### src/rtl/byte_budget_lru_cache_defines.svh
// ----------------------------------------------------------------------------
// Byte budget LRU cache assertion macros
// Concurrent assertion wrappers; compiled out when NO_ASSERTIONS is set.
// ----------------------------------------------------------------------------
`ifndef BYTE_BUDGET_LRU_CACHE_DEFINES_SVH
`define BYTE_BUDGET_LRU_CACHE_DEFINES_SVH

`ifndef NO_ASSERTIONS
`define BBL_ASSERT_SAME(lbl, clk, rstn, ante, cons) \
    lbl: assert property (@(posedge clk) disable iff (!rstn) (ante) |-> (cons)) \
        else $error("bbl assertion failed");
`define BBL_ASSERT_NEXT(lbl, clk, rstn, ante, cons) \
    lbl: assert property (@(posedge clk) disable iff (!rstn) (ante) |=> (cons)) \
        else $error("bbl assertion failed");
`else
`define BBL_ASSERT_SAME(lbl, clk, rstn, ante, cons)
`define BBL_ASSERT_NEXT(lbl, clk, rstn, ante, cons)
`endif

`endif

### src/rtl/bbl_pkg.sv
// ----------------------------------------------------------------------------
// Byte budget LRU cache package
// Transaction types, operation codes and default sizes.
// ----------------------------------------------------------------------------
`timescale 1ns / 1ps
`default_nettype none

package bbl_pkg;

    localparam int ENTRIES_DEF  = 16;
    localparam int KEY_BITS_DEF = 32;

    localparam int KEY_W   = 32;
    localparam int SIZE_W  = 24;
    localparam int PL_W    = 64;
    localparam int LIMIT_W = 28;
    localparam int TOTAL_W = 29;
    localparam int ECNT_W  = 5;

    localparam logic [LIMIT_W-1:0] LIMIT_RESET = 28'hFFFFFFF;
    localparam logic [ECNT_W-1:0]  ECNT_MAX    = 5'd31;

    localparam logic [1:0] OP_PUT   = 2'd0;
    localparam logic [1:0] OP_GET   = 2'd1;
    localparam logic [1:0] OP_EVICT = 2'd2;

    typedef struct packed {
        logic [1:0]        operation;
        logic [KEY_W-1:0]  tile_key;
        logic [SIZE_W-1:0] tile_size;
        logic [PL_W-1:0]   tile_payload;
    } t_in_item;

    typedef struct packed {
        logic               hit;
        logic [PL_W-1:0]    found_payload;
        logic [ECNT_W-1:0]  evicted_count;
        logic [LIMIT_W-1:0] total_bytes;
    } t_out_item;

endpackage

`default_nettype wire

### src/rtl/bbl_store.sv
// ----------------------------------------------------------------------------
// Byte budget LRU cache slot store
// Key, size and payload memories, one write port and registered reads.
// ----------------------------------------------------------------------------
`timescale 1ns / 1ps
`default_nettype none

module bbl_store #(
    parameter int ENTRIES = bbl_pkg::ENTRIES_DEF,
    parameter int KB      = bbl_pkg::KEY_W
) (
    input  wire logic                       i_clk,
    input  wire logic                       i_wr_en,
    input  wire logic [$clog2(ENTRIES)-1:0] i_wr_addr,
    input  wire logic [KB-1:0]              i_wr_key,
    input  wire logic [bbl_pkg::SIZE_W-1:0] i_wr_size,
    input  wire logic [bbl_pkg::PL_W-1:0]   i_wr_payload,
    input  wire logic [$clog2(ENTRIES)-1:0] i_key_addr,
    input  wire logic [$clog2(ENTRIES)-1:0] i_size_addr,
    input  wire logic [$clog2(ENTRIES)-1:0] i_pl_addr,
    output logic      [KB-1:0]              o_key,
    output logic      [bbl_pkg::SIZE_W-1:0] o_size,
    output logic      [bbl_pkg::PL_W-1:0]   o_payload
);

    logic [KB-1:0]              mem_key  [ENTRIES];
    logic [bbl_pkg::SIZE_W-1:0] mem_size [ENTRIES];
    logic [bbl_pkg::PL_W-1:0]   mem_pl   [ENTRIES];

    always_ff @(posedge i_clk) begin
        if (i_wr_en) begin
            mem_key[i_wr_addr]  <= i_wr_key;
            mem_size[i_wr_addr] <= i_wr_size;
            mem_pl[i_wr_addr]   <= i_wr_payload;
        end
        o_key     <= mem_key[i_key_addr];
        o_size    <= mem_size[i_size_addr];
        o_payload <= mem_pl[i_pl_addr];
    end

endmodule

`default_nettype wire

### src/rtl/byte_budget_lru_cache.sv
// ----------------------------------------------------------------------------
// Byte budget LRU cache
// Each transaction runs a key scan and a decide step, put an insert step too,
// plus a size read and a removal per removed entry; the key scan reads one slot per cycle.
// One transaction in flight; next accepted once the result is registered.
// Reset: synchronous active low; cache empty, limit at its largest value.
// ----------------------------------------------------------------------------
`timescale 1ns / 1ps
`default_nettype none
`include "byte_budget_lru_cache_defines.svh"

module byte_budget_lru_cache #(
    parameter int ENTRIES  = bbl_pkg::ENTRIES_DEF,
    parameter int KEY_BITS = bbl_pkg::KEY_BITS_DEF
) (
    input  wire logic                        i_clk,
    input  wire logic                        i_rst_n,
    input  wire logic                        i_cfg_wr_en,
    input  wire logic [bbl_pkg::LIMIT_W-1:0] i_cfg_wr_data,
    input  wire logic                        i_in_valid,
    output logic                             o_in_ready,
    input  wire bbl_pkg::t_in_item           i_in_data,
    output logic                             o_out_valid,
    input  wire logic                        i_out_ready,
    output bbl_pkg::t_out_item               o_out_data
);

    localparam int KB = (KEY_BITS < bbl_pkg::KEY_W) ? KEY_BITS : bbl_pkg::KEY_W;
    localparam int IW = $clog2(ENTRIES);
    localparam int CW = IW + 1;
    localparam logic [CW-1:0] FULL = CW'(ENTRIES);

    localparam logic [2:0] S_IDLE   = 3'd0;
    localparam logic [2:0] S_SCAN   = 3'd1;
    localparam logic [2:0] S_DECIDE = 3'd2;
    localparam logic [2:0] S_RDSZ   = 3'd3;
    localparam logic [2:0] S_REMOVE = 3'd4;
    localparam logic [2:0] S_INSERT = 3'd5;
    localparam logic [2:0] S_OUT    = 3'd6;

    logic [2:0]                   r_state;
    logic [bbl_pkg::LIMIT_W-1:0]  r_limit;
    logic [ENTRIES-1:0]           r_valid;
    logic [IW-1:0]                r_rank [ENTRIES];
    logic [CW-1:0]                r_count;
    logic [bbl_pkg::TOTAL_W-1:0]  r_total;
    bbl_pkg::t_in_item            r_item;
    logic [CW-1:0]                r_idx;
    logic [IW-1:0]                r_qidx;
    logic                         r_qv;
    logic                         r_found;
    logic [IW-1:0]                r_fslot;
    logic [IW-1:0]                r_rslot;
    logic                         r_ins;
    logic                         r_hit;
    logic [bbl_pkg::ECNT_W-1:0]   r_ecnt;
    logic                         r_ovalid;
    bbl_pkg::t_out_item           r_out;

    logic [KB-1:0]                key_q;
    logic [bbl_pkg::SIZE_W-1:0]   size_q;
    logic [bbl_pkg::PL_W-1:0]     pl_q;
    logic [IW-1:0]                lru_slot;
    logic [IW-1:0]                free_slot;
    logic [IW-1:0]                lru_rank;
    logic                         over;
    logic                         wr_en;

    assign lru_rank = IW'(r_count - CW'(1));
    assign over     = (r_total > {1'b0, r_limit}) && (r_count != '0);
    assign wr_en    = (r_state == S_INSERT);

    always_comb begin
        lru_slot  = '0;
        free_slot = '0;
        for (int i = ENTRIES - 1; i >= 0; i--) begin
            if (!r_valid[i]) begin
                free_slot = IW'(i);
            end
            if (r_valid[i] && (r_rank[i] == lru_rank)) begin
                lru_slot = IW'(i);
            end
        end
    end

    bbl_store #(
        .ENTRIES (ENTRIES),
        .KB      (KB)
    ) u_store (
        .i_clk        (i_clk),
        .i_wr_en      (wr_en),
        .i_wr_addr    (free_slot),
        .i_wr_key     (r_item.tile_key[KB-1:0]),
        .i_wr_size    (r_item.tile_size),
        .i_wr_payload (r_item.tile_payload),
        .i_key_addr   (r_idx[IW-1:0]),
        .i_size_addr  (r_rslot),
        .i_pl_addr    (r_fslot),
        .o_key        (key_q),
        .o_size       (size_q),
        .o_payload    (pl_q)
    );

    always_ff @(posedge i_clk) begin
        if (!i_rst_n) begin
            r_state  <= S_IDLE;
            r_limit  <= bbl_pkg::LIMIT_RESET;
            r_valid  <= '0;
            r_count  <= '0;
            r_total  <= '0;
            r_ovalid <= 1'b0;
            r_qv     <= 1'b0;
            for (int i = 0; i < ENTRIES; i++) begin
                r_rank[i] <= '0;
            end
        end else begin
            if (i_cfg_wr_en) begin
                r_limit <= i_cfg_wr_data;
            end
            if (r_ovalid && i_out_ready) begin
                r_ovalid <= 1'b0;
            end
            r_qv   <= (r_state == S_SCAN) && (r_idx < FULL);
            r_qidx <= r_idx[IW-1:0];
            case (r_state)
                S_IDLE: begin
                    if (i_in_valid) begin
                        r_item  <= i_in_data;
                        r_idx   <= '0;
                        r_found <= 1'b0;
                        r_ins   <= 1'b0;
                        r_hit   <= 1'b0;
                        r_ecnt  <= '0;
                        r_state <= S_SCAN;
                    end
                end
                S_SCAN: begin
                    if (r_qv && r_valid[r_qidx] && (key_q == r_item.tile_key[KB-1:0])) begin
                        r_found <= 1'b1;
                        r_fslot <= r_qidx;
                    end
                    if (r_idx == FULL) begin
                        r_state <= S_DECIDE;
                    end else begin
                        r_idx <= r_idx + CW'(1);
                    end
                end
                S_DECIDE: begin
                    case (r_item.operation)
                        bbl_pkg::OP_PUT: begin
                            if (r_found) begin
                                r_found <= 1'b0;
                                r_rslot <= r_fslot;
                                r_state <= S_RDSZ;
                            end else if (!r_ins && (r_count == FULL)) begin
                                r_rslot <= lru_slot;
                                r_state <= S_RDSZ;
                            end else if (!r_ins) begin
                                r_state <= S_INSERT;
                            end else if (over) begin
                                r_rslot <= lru_slot;
                                r_state <= S_RDSZ;
                            end else begin
                                r_state <= S_OUT;
                            end
                        end
                        bbl_pkg::OP_GET: begin
                            if (r_found) begin
                                for (int i = 0; i < ENTRIES; i++) begin
                                    if (r_valid[i] && (r_rank[i] < r_rank[r_fslot])) begin
                                        r_rank[i] <= r_rank[i] + IW'(1);
                                    end
                                end
                                r_rank[r_fslot] <= '0;
                                r_hit <= 1'b1;
                            end
                            r_state <= S_OUT;
                        end
                        bbl_pkg::OP_EVICT: begin
                            if (over) begin
                                r_rslot <= lru_slot;
                                if (r_ecnt != bbl_pkg::ECNT_MAX) begin
                                    r_ecnt <= r_ecnt + bbl_pkg::ECNT_W'(1);
                                end
                                r_state <= S_RDSZ;
                            end else begin
                                r_state <= S_OUT;
                            end
                        end
                        default: begin
                            r_state <= S_OUT;
                        end
                    endcase
                end
                S_RDSZ: begin
                    r_state <= S_REMOVE;
                end
                S_REMOVE: begin
                    for (int i = 0; i < ENTRIES; i++) begin
                        if (r_valid[i] && (r_rank[i] > r_rank[r_rslot])) begin
                            r_rank[i] <= r_rank[i] - IW'(1);
                        end
                    end
                    r_rank[r_rslot]  <= '0;
                    r_valid[r_rslot] <= 1'b0;
                    r_count <= r_count - CW'(1);
                    r_total <= r_total - bbl_pkg::TOTAL_W'(size_q);
                    r_state <= S_DECIDE;
                end
                S_INSERT: begin
                    for (int i = 0; i < ENTRIES; i++) begin
                        if (r_valid[i]) begin
                            r_rank[i] <= r_rank[i] + IW'(1);
                        end
                    end
                    r_rank[free_slot]  <= '0;
                    r_valid[free_slot] <= 1'b1;
                    r_count <= r_count + CW'(1);
                    r_total <= r_total + bbl_pkg::TOTAL_W'(r_item.tile_size);
                    r_ins   <= 1'b1;
                    r_state <= S_DECIDE;
                end
                S_OUT: begin
                    if (!r_ovalid || i_out_ready) begin
                        r_ovalid <= 1'b1;
                        r_state  <= S_IDLE;
                    end
                end
                default: begin
                    r_state <= S_IDLE;
                end
            endcase
        end
    end

    always_ff @(posedge i_clk) begin
        if ((r_state == S_OUT) && (!r_ovalid || i_out_ready)) begin
            r_out.hit           <= r_hit;
            r_out.found_payload <= r_hit ? pl_q : '0;
            r_out.evicted_count <= r_ecnt;
            r_out.total_bytes   <= r_total[bbl_pkg::LIMIT_W-1:0];
        end
    end

    assign o_in_ready  = (r_state == S_IDLE);
    assign o_out_valid = r_ovalid;
    assign o_out_data  = r_out;

    `BBL_ASSERT_SAME(a_count_matches, i_clk, i_rst_n, 1'b1, r_count == CW'($countones(r_valid)))
    `BBL_ASSERT_SAME(a_total_fits, i_clk, i_rst_n, r_state == S_IDLE, !r_total[bbl_pkg::TOTAL_W-1])
    `BBL_ASSERT_NEXT(a_remove_frees, i_clk, i_rst_n, r_state == S_REMOVE, r_count == $past(r_count) - CW'(1))

endmodule

`default_nettype wire
### config.mk
export PLATFORM = sky130hd
export DESIGN_NAME = byte_budget_lru_cache
export DESIGN_NICKNAME = d
export VERILOG_FILES = /design/src/rtl/bbl_pkg.sv /design/src/rtl/bbl_store.sv /design/src/rtl/byte_budget_lru_cache.sv
export VERILOG_INCLUDE_DIRS = /design/src /design/src/rtl
export SDC_FILE = /design/constraint.sdc
export NUM_CORES = 2
export LEC_CHECK = 0
export BUFFER_PORTS_ARGS = -buffer_cell sky130_fd_sc_hd__buf_2
export CAP_MARGIN = 20
export CORE_ASPECT_RATIO = 0.7
export CORE_MARGIN = 5
export CORE_UTILIZATION = 40
export CTS_BUF_LIST = sky130_fd_sc_hd__clkbuf_8
export CTS_CLUSTER_DIAMETER = 80
export DETAILED_ROUTE_END_ITERATION = 8
export PLACE_DENSITY_LB_ADDON = 0.2
export SYNTH_ARGS = -nofsm -noshare
export SYNTH_HDL_FRONTEND = slang
export SYNTH_HIERARCHICAL = 1
export SYNTH_SLANG_ARGS = --single-unit
### constraint.sdc
create_clock -name i_clk -period 14.4 [get_ports i_clk]
set_clock_uncertainty 0.05 [all_clocks]
set_input_delay 0.72 -clock i_clk [delete_from_list [all_inputs] [get_ports i_clk]]
set_output_delay 0.72 -clock i_clk [all_outputs]
set_load 0.02 [all_outputs]
## Yosys cells after proc, flatten, opt, wreduce, memory -nomap -nowiden

Memories as Yosys holds them, arrays and structs flattened. A register that Yosys moved wholly into a read port is not among the register bits.
Cells that the tools add are included.

| word-level totals | value |
|---|---|
| memory bits (writable) | 1984 |
| output and inout port bits | 100 |
| bits of input ports | 155 |
| register bits after elaboration | 328 |
| memories | 4 |

| cells by class | value |
|---|---|
| eq/ne operators | 40 |
| $add $sub $neg | 38 |
| $lt $le $gt $ge | 39 |
| reduce and logical (&&, ||, !) cells | 81 |
| bitwise operators | 51 |
| mux-type cells | 366 |

Memories:

| name | depth | bits a word | read ports | clocked after Yosys merged registers in | wr ports | RTL line | source |
|---|---|---|---|---|---|---|---|
| u_store.mem_pl | 16 | 64 | 1 | 1 | 1 | bbl_store.sv:28 | `logic [bbl_pkg::PL_W-1:0] mem_pl [ENTRIES];` |
| u_store.mem_key | 16 | 32 | 1 | 1 | 1 | bbl_store.sv:26 | `logic [KB-1:0] mem_key [ENTRIES];` |
| u_store.mem_size | 16 | 24 | 1 | 1 | 1 | bbl_store.sv:27 | `logic [bbl_pkg::SIZE_W-1:0] mem_size [ENTRIES];` |
| r_rank | 16 | 4 | 18 | 2 | 17 | byte_budget_lru_cache.sv:44 | `logic [IW-1:0] r_rank [ENTRIES];` |

Operators with widths:

| cell | count |
|---|---|
| $mux 4 | 90 |
| $mux 1 | 250 |
| $add 4x1->4 const B | 16 |
| $eq 4x4->1 | 16 |
| $gt 4x4->1 | 16 |
| $lt 4x4->1 | 16 |
| $sub 4x1->4 const B | 16 |
| $pmux 29 s2 | 1 |
| $logic_and 1x1->1 | 57 |
| $or 1x1->1 | 48 |
| $eq 32x32->1 | 1 |
| $pmux 16 s2 | 1 |
| $pmux 5 s2 | 3 |
| $add 29x24->29 | 1 |
| $gt 29x28->1 | 1 |
| $sub 29x24->29 | 1 |
| $mux 5 | 5 |
| $mux 3 | 7 |
| $pmux 3 s6 | 1 |
| $and 16x16->16 | 1 |
| $not 16->16 | 1 |
| $or 16x16->16 | 1 |
| $add 5x1->5 const B | 3 |
| $lt 4x5->1 const B | 3 |
| 32 further kinds | 59 |

## Logic depth before layout (Yosys ltp)

| logic depth | value |
|---|---|
| word-level depth | 25 |
| mapped depth | 19 |
| gate-level depth less buffers | 19 |

## Cells and area by module

The synthesis kept the hierarchy.

Modules (own cells, without submodules):

| module | cells an instance | sequential area each (µm²) | area each (µm²) | instances |
|---|---|---|---|---|
| bbl_store | 3075 | 60057.6 | 74091.1 | 1 |
| byte_budget_lru_cache | 2362 | 10460.0 | 24374.6 | 1 |

## Worst setup path after synthesis

No wires, ideal clock.

| timing | value |
|---|---|
| path kind | reg2reg |
| from | register r_state[1] |
| to | memory u_store/mem_key[0][0] (netlist name) (enable) |
| cell stages (with the launch flop) | 8 |
| clock period less this slack | 10681 ps |
| arrival time | 9886 ps |
| slack | 3719 ps |
| required time | 13604 ps |
| buffers on the path | 2 |
| cell sequence | dfxtp_1 -> clkbuf_1 -> nor2b_1 -> nand2_1 -> clkinv_1 -> clkbuf_1 -> or3b_2 -> nor3_1 |

| on the way | value |
|---|---|
| longest elaborated chain between the ends | 3 |

Ends and longest elaborated chain:

| element | RTL line | source |
|---|---|---|
| from (decl) | byte_budget_lru_cache.sv:41 | `logic [2:0] r_state;` |
| from (signal assigned) | byte_budget_lru_cache.sv:106 | `r_state <= S_IDLE;` |
| from (signal assigned) | byte_budget_lru_cache.sv:134 | `r_state <= S_SCAN;` |
| from (signal assigned) | byte_budget_lru_cache.sv:143 | `r_state <= S_DECIDE;` |
| $eq 3x3->1 | byte_budget_lru_cache.sv:71 | `assign wr_en = (r_state == S_INSERT);` |
| via wr_en | byte_budget_lru_cache.sv:67 | `logic wr_en;` |
| $mux 1 | bbl_store.sv:31 | `if (i_wr_en) begin` |
| $mux 1 (not written as such) | bbl_store.sv:32 | `mem_key[i_wr_addr] <= i_wr_key;` |
| to (decl) | bbl_store.sv:26 |  |

The timed path passes the listed nets, and every way through them passes these cells.

## Worst setup path in the final report

| timing | value |
|---|---|
| from | register r_valid[14] |
| to | memory u_store/mem_pl[3][19] (netlist name) (enable) |

| on the way | value |
|---|---|
| longest elaborated chain between the ends | 15 |

Ends and longest elaborated chain:

| element | RTL line | source |
|---|---|---|
| from (decl) | byte_budget_lru_cache.sv:43 | `logic [ENTRIES-1:0] r_valid;` |
| from (signal assigned) | byte_budget_lru_cache.sv:108 | `r_valid <= '0;` |
| from (signal, indexed assignment) | byte_budget_lru_cache.sv:205 | `r_valid[r_rslot] <= 1'b0;` |
| from (signal, indexed assignment) | byte_budget_lru_cache.sv:217 | `r_valid[free_slot] <= 1'b1;` |
| $mux 4 (15 in a row) | byte_budget_lru_cache.sv:77 | `if (!r_valid[i]) begin` |
| via free_slot[0] | byte_budget_lru_cache.sv:64 | `logic [IW-1:0] free_slot;` |
| to (decl) | bbl_store.sv:28 |  |

The timed path passes the listed nets, and every way through them passes these cells.

==> metrics list <==
* Vias in the first global route: around 54k
* Actual transition at the worst max-transition pin: 1.18 ns
- Yosys mapped a number of flops with a built-in enable equal to ~2.2k.
- Setup repair after global routing missed its margin: no
- Run status: completed
- Max-capacitance violation count: 0
* Total of endpoints with negative setup slack in the final report: 0
- Sequential elements use between 70% and 80% of the synthesized area.
- Die Span X: about 600 um
- Path class of the lowest-slack min-delay path: primary input to register
- Along the worst hold path, the cell count comes to 1.
- Stage delay of the slowest cell on the critical path: ~0.90 ns
- The number of clock buffers added by TritonCTS is around 370.
- STA classifies the critical path endpoint as a register.
- After synthesis the netlist holds a flip-flop and latch count of around 2.4k.
* Number of top-level pins: 255
* R2R cell count: 10
- The tree is rooted in a sky130_fd_sc_hd__clkbuf_8.
- Portion of synthesized cell area occupied by the leading cell type: between 60% and 70%
* Int Pwr: between 10 and 15 mW
- The clock tree synthesis step divided the H-tree into 5 levels.
- Die area: roughly 260000 sq um
- Floorplan row count: between 150 and 200
- Number of sinks driven by the clock tree: approximately 2.4k
* Detail Placement HPWL: between 150 and 200 mm
- In this run switching power makes up about a quarter of total power.
- Final-layout setup total negative slack: 0 ns
- For this block, the routed nets add up to 260 mm of wire.
- Area inside the core boundary: 245000 sq um
- Max stage delay cell, worst path: sky130_fd_sc_hd__nor2_4
- In the post-synthesis netlist, the biggest area contributors are sky130_fd_sc_hd__edfxtp_1, sky130_fd_sc_hd__mux4_2, sky130_fd_sc_hd__dfxtp_1.
- Port Buf Inserts: 254
* Most repeated library cell on the critical path: sky130_fd_sc_hd__buf_4
- For this run, the total global-route usage over all layers was measured as roughly a fifth.
- DR vias: roughly 54k
* Number of buffers on the longest clock path: 4
- Clock-pin slew reported for the worst setup and hold paths after clock tree synthesis: about 0.06 ns
- For this block, the initial DRC count from the detailed router was 4948.
- Measured against its own limit, the worst slew margin works out to between 20% and 30%.
- Maximum clock frequency: roughly 180 MHz
- Gp weighted congestion: between 0.9 and 1
- The most critical setup path has its startpoint at r_valid[14].
- At the end of the flow, the number of nets in the layout was roughly 6.4k.
- Leftover overflow at the end of global routing: 0
- For the worst setup path, the data required time is between 10 and 15 ns.
* Clock tree from TritonCTS: done
- The first detailed-routing pass took 7 iterations.
- Worst Path Arrival: ~6 ns
* Power per Cell Area: 131 nW/um^2
- The initial antenna violation count was 23.
- Worst Hold Launch: i_in_data[57]
* Die extent in y: 425 um
- Later-pin clock latency in the skew report: approximately 0.96 ns
- The final count of pins violating max slew came to 0.
- In this run the power spent charging and discharging nets is roughly 3.5 mW.
* Maximum fanout along the worst path: 54
- In the final routed layout, each cell accounts on average for approximately 27 um.
* Number of gates resized after CTS: 0
* Netlist cell types: 94
* Instance count of the mapped netlist: approximately 5.4k
- Startpoint type of the worst setup path: register
- Fraction of final layout cells with drive strength greater than 1: between 20 and 25%
- Worst Hold Margin: slightly above 0.1 ns
- Seq pwr share: 55.0%
* Time the worst path needs with I/O delays and setup: between 5 and 6 ns
- In this run, the combinational gates consume between 7 and 8% of the power.
* Initial core utilization: between 40% and 50%
- In this run the post-CTS setup repair buffer count came out at 0.
- Cell type contributing the most total cell area after synthesis: sky130_fd_sc_hd__edfxtp_1
- Largest net degree at the start of global routing: 133
- When the netlist entered floorplanning its net count stood at 5800.
- Cell Area, Synth: 98500 sq um
* Final hold viol count: 0
- Dividing the detail-routed via count by the number of cells gives about 5.6.
- Most instantiated flip-flop cell in the synthesis netlist: sky130_fd_sc_hd__edfxtp_1
* Tcrit/Tclk final: roughly two fifths
- The setup path with the least slack is of type register to register.
- Yosys warns: 6
* Wire length of the first global-routing pass: 381 mm
- Remaining DRCs: 0
- VDD IR max: 78.3 uV
- Clock Power Share: between 30% and 40%
* Capture endpoint of the worst hold path: r_item[57]
- Total power after layout: around 15 mW
* Mean instance size in the synthesized netlist: 18.1 sq um
- The analysis attributes to cell leakage a power of around 38 nW.
- The worst register-to-register path ends at u_store/mem_pl[3][19].
* Critical Path, Cell by Cell: nand2b_1 -> a21oi_1 -> o21ai_0 -> a221o_1 -> a31o_2 -> inv_1 -> nand2_1 -> nor2_4 -> buf_4 -> buf_4
* Worst reg2reg path startpoint: r_valid[14]
- Growth of design area from synthesis to finish: 14.2%
- Post-detailed-route count of antenna-violating nets: 0
- After synthesis, the share of flip-flops with an asynchronous set or reset is 0%.
- Across all register-to-register paths, the minimum setup slack is 8.90 ns.
-- per-layer routing --
layer	vias up	part of all wire (%)	GRT usage [%]
met1	28200	47	30.3
met3	374	6.7	3.74
met5	-	0	0
li1	23200	-	-
met2	1977	44	29.8
met4	0	2.2	4.59
-- sequential cells by signal (all words and copies together), names as in the netlist, 29 cells and up, named ones only --
| signal | count |
|---|---|
| o_out_data | 98 |
| r_item | 122 |
| r_rank | 64 |
| r_total | 29 |
| u_store/mem_key | 512 |
| u_store/mem_pl | 1024 |
| u_store/mem_size | 384 |
| u_store/o_key | 32 |
| u_store/o_payload | 64 |
-- Yosys cell counts, types with 44 or more instances --
cell,number
sky130_fd_sc_hd__mux4_2,525
sky130_fd_sc_hd__nand2_1,299
sky130_fd_sc_hd__o21ai_0,75
sky130_fd_sc_hd__buf_2,49
sky130_fd_sc_hd__and2_1,77
sky130_fd_sc_hd__nor2_1,193
sky130_fd_sc_hd__clkbuf_1,158
sky130_fd_sc_hd__ha_1,207
sky130_fd_sc_hd__a21oi_1,173
sky130_fd_sc_hd__nand3_1,77
sky130_fd_sc_hd__dfxtp_1,275
sky130_fd_sc_hd__nand4_1,44
sky130_fd_sc_hd__edfxtp_1,2165
sky130_fd_sc_hd__xnor2_1,85
sky130_fd_sc_hd__inv_1,111
sky130_fd_sc_hd__nor3_1,68
sky130_fd_sc_hd__a22oi_1,243
sky130_fd_sc_hd__xor2_1,57
-- cells by family after synthesis --
kind of cell	Yosys count	synth area share, %
buffers and inverters	382	1.67
AOI/OAI and AO/OA	731	5.08
adders and majority gates	208	2.65
and+or+nand+nor	939	4.71
muxes	574	12.5
DFF	2440	71.6
xor gates and xnor gates	163	1.74
-- cell type report --
class,instances,area (sq um)
antenna,4,10.0
clock buffer,423,5820
clock inverter,267,1390
fill,20900,133000
inverter,113,424
multi-input combinational,2615,26500
sequential,2440,70500
tap,3234,4050
timing repair buffer,505,3720
-- repair_timing --
item	in CTS	in global routing
endpoints found under the setup margin	0	0
hold buffers	148	0
endpoints found under the hold margin	148	0
-- stage by stage --
stage / area [sq um] / cells / setup WS (ns) / util [%]
4_1_cts: 112000 / 9594 / 8.89 / 45.8
5_1_grt: 112000 / 9599 / 8.66 / 45.9
3_3_place_gp: 104000 / 8751 / 8.90 / 42.3
3_5_place_dp: 104000 / 8756 / 8.94 / 42.3
6_report: 112000 / 9601 / 8.90 / 45.9
2_1_floorplan: 98500 / 5437 / 3.72 / -
-- power by group through the flow --
stage	combinational, mW	sequential (mW)	clock (mW)
final	1.07	8.12	5.56
after global routing	1.17	8.14	6.07
after CTS	1.07	8.12	5.73
after detailed placement	1.03	8.27	0
after global placement	1.02	8.26	0
after floorplan	0.728	8.15	0
-- worst max-delay path by stage --
| stage | cells past startpoint | endpoint | slack (ns) |
|---|---|---|---|
| finish | 10 | u_store/mem_pl[3][19] | 8.90 |
| global route | 17 | r_total[28] | 8.66 |
| CTS | 10 | u_store/mem_pl[3][19] | 8.89 |
| detailed placement | 10 | u_store/mem_key[3][14] | 8.94 |
| global placement | 10 | u_store/mem_key[7][14] | 8.90 |
| floorplan | 7 | u_store/mem_key[0][0] | 3.72 |
-- cell usage in the layout (no fill, tap or decap), types with 18 or more instances in the layout --
master	synthesis	routed
sky130_fd_sc_hd__edfxtp_1	2165	2165
sky130_fd_sc_hd__mux4_2	525	525
sky130_fd_sc_hd__clkbuf_8	0	423
sky130_fd_sc_hd__nand2_1	299	298
sky130_fd_sc_hd__dfxtp_1	275	275
sky130_fd_sc_hd__buf_2	49	253
sky130_fd_sc_hd__inv_1	111	243
sky130_fd_sc_hd__a22oi_1	243	243
sky130_fd_sc_hd__ha_1	207	207
sky130_fd_sc_hd__nor2_1	193	176
sky130_fd_sc_hd__a21oi_1	173	173
sky130_fd_sc_hd__dlygate4sd3_1	0	148
sky130_fd_sc_hd__buf_4	12	87
sky130_fd_sc_hd__xnor2_1	85	85
sky130_fd_sc_hd__nand3_1	77	77
sky130_fd_sc_hd__o21ai_0	75	75
sky130_fd_sc_hd__and2_1	77	75
sky130_fd_sc_hd__clkinv_1	1	65
sky130_fd_sc_hd__nor3_1	68	64
sky130_fd_sc_hd__xor2_1	57	57
sky130_fd_sc_hd__clkinv_2	0	47
sky130_fd_sc_hd__nand4_1	44	44
sky130_fd_sc_hd__o211ai_1	38	38
sky130_fd_sc_hd__nor2b_1	39	32
sky130_fd_sc_hd__a21o_1	31	31
sky130_fd_sc_hd__o21a_1	30	30
sky130_fd_sc_hd__mux2i_1	26	26
sky130_fd_sc_hd__a211oi_1	21	21
sky130_fd_sc_hd__mux2_2	21	21
sky130_fd_sc_hd__nand2b_1	20	20
sky130_fd_sc_hd__or3_1	20	20
sky130_fd_sc_hd__xnor3_1	19	19
sky130_fd_sc_hd__and3_1	19	18
-- critical path, delay by kind of cell, from the launching register on --
kind	cells	cell delay [ns]
AND/OR/NAND/NOR	3	1.36
flip-flops	1	0.66
buffers and inverters	3	1.96
AO/OA/AOI/OAI	4	0.92
(Power assumes the default switching activity.)
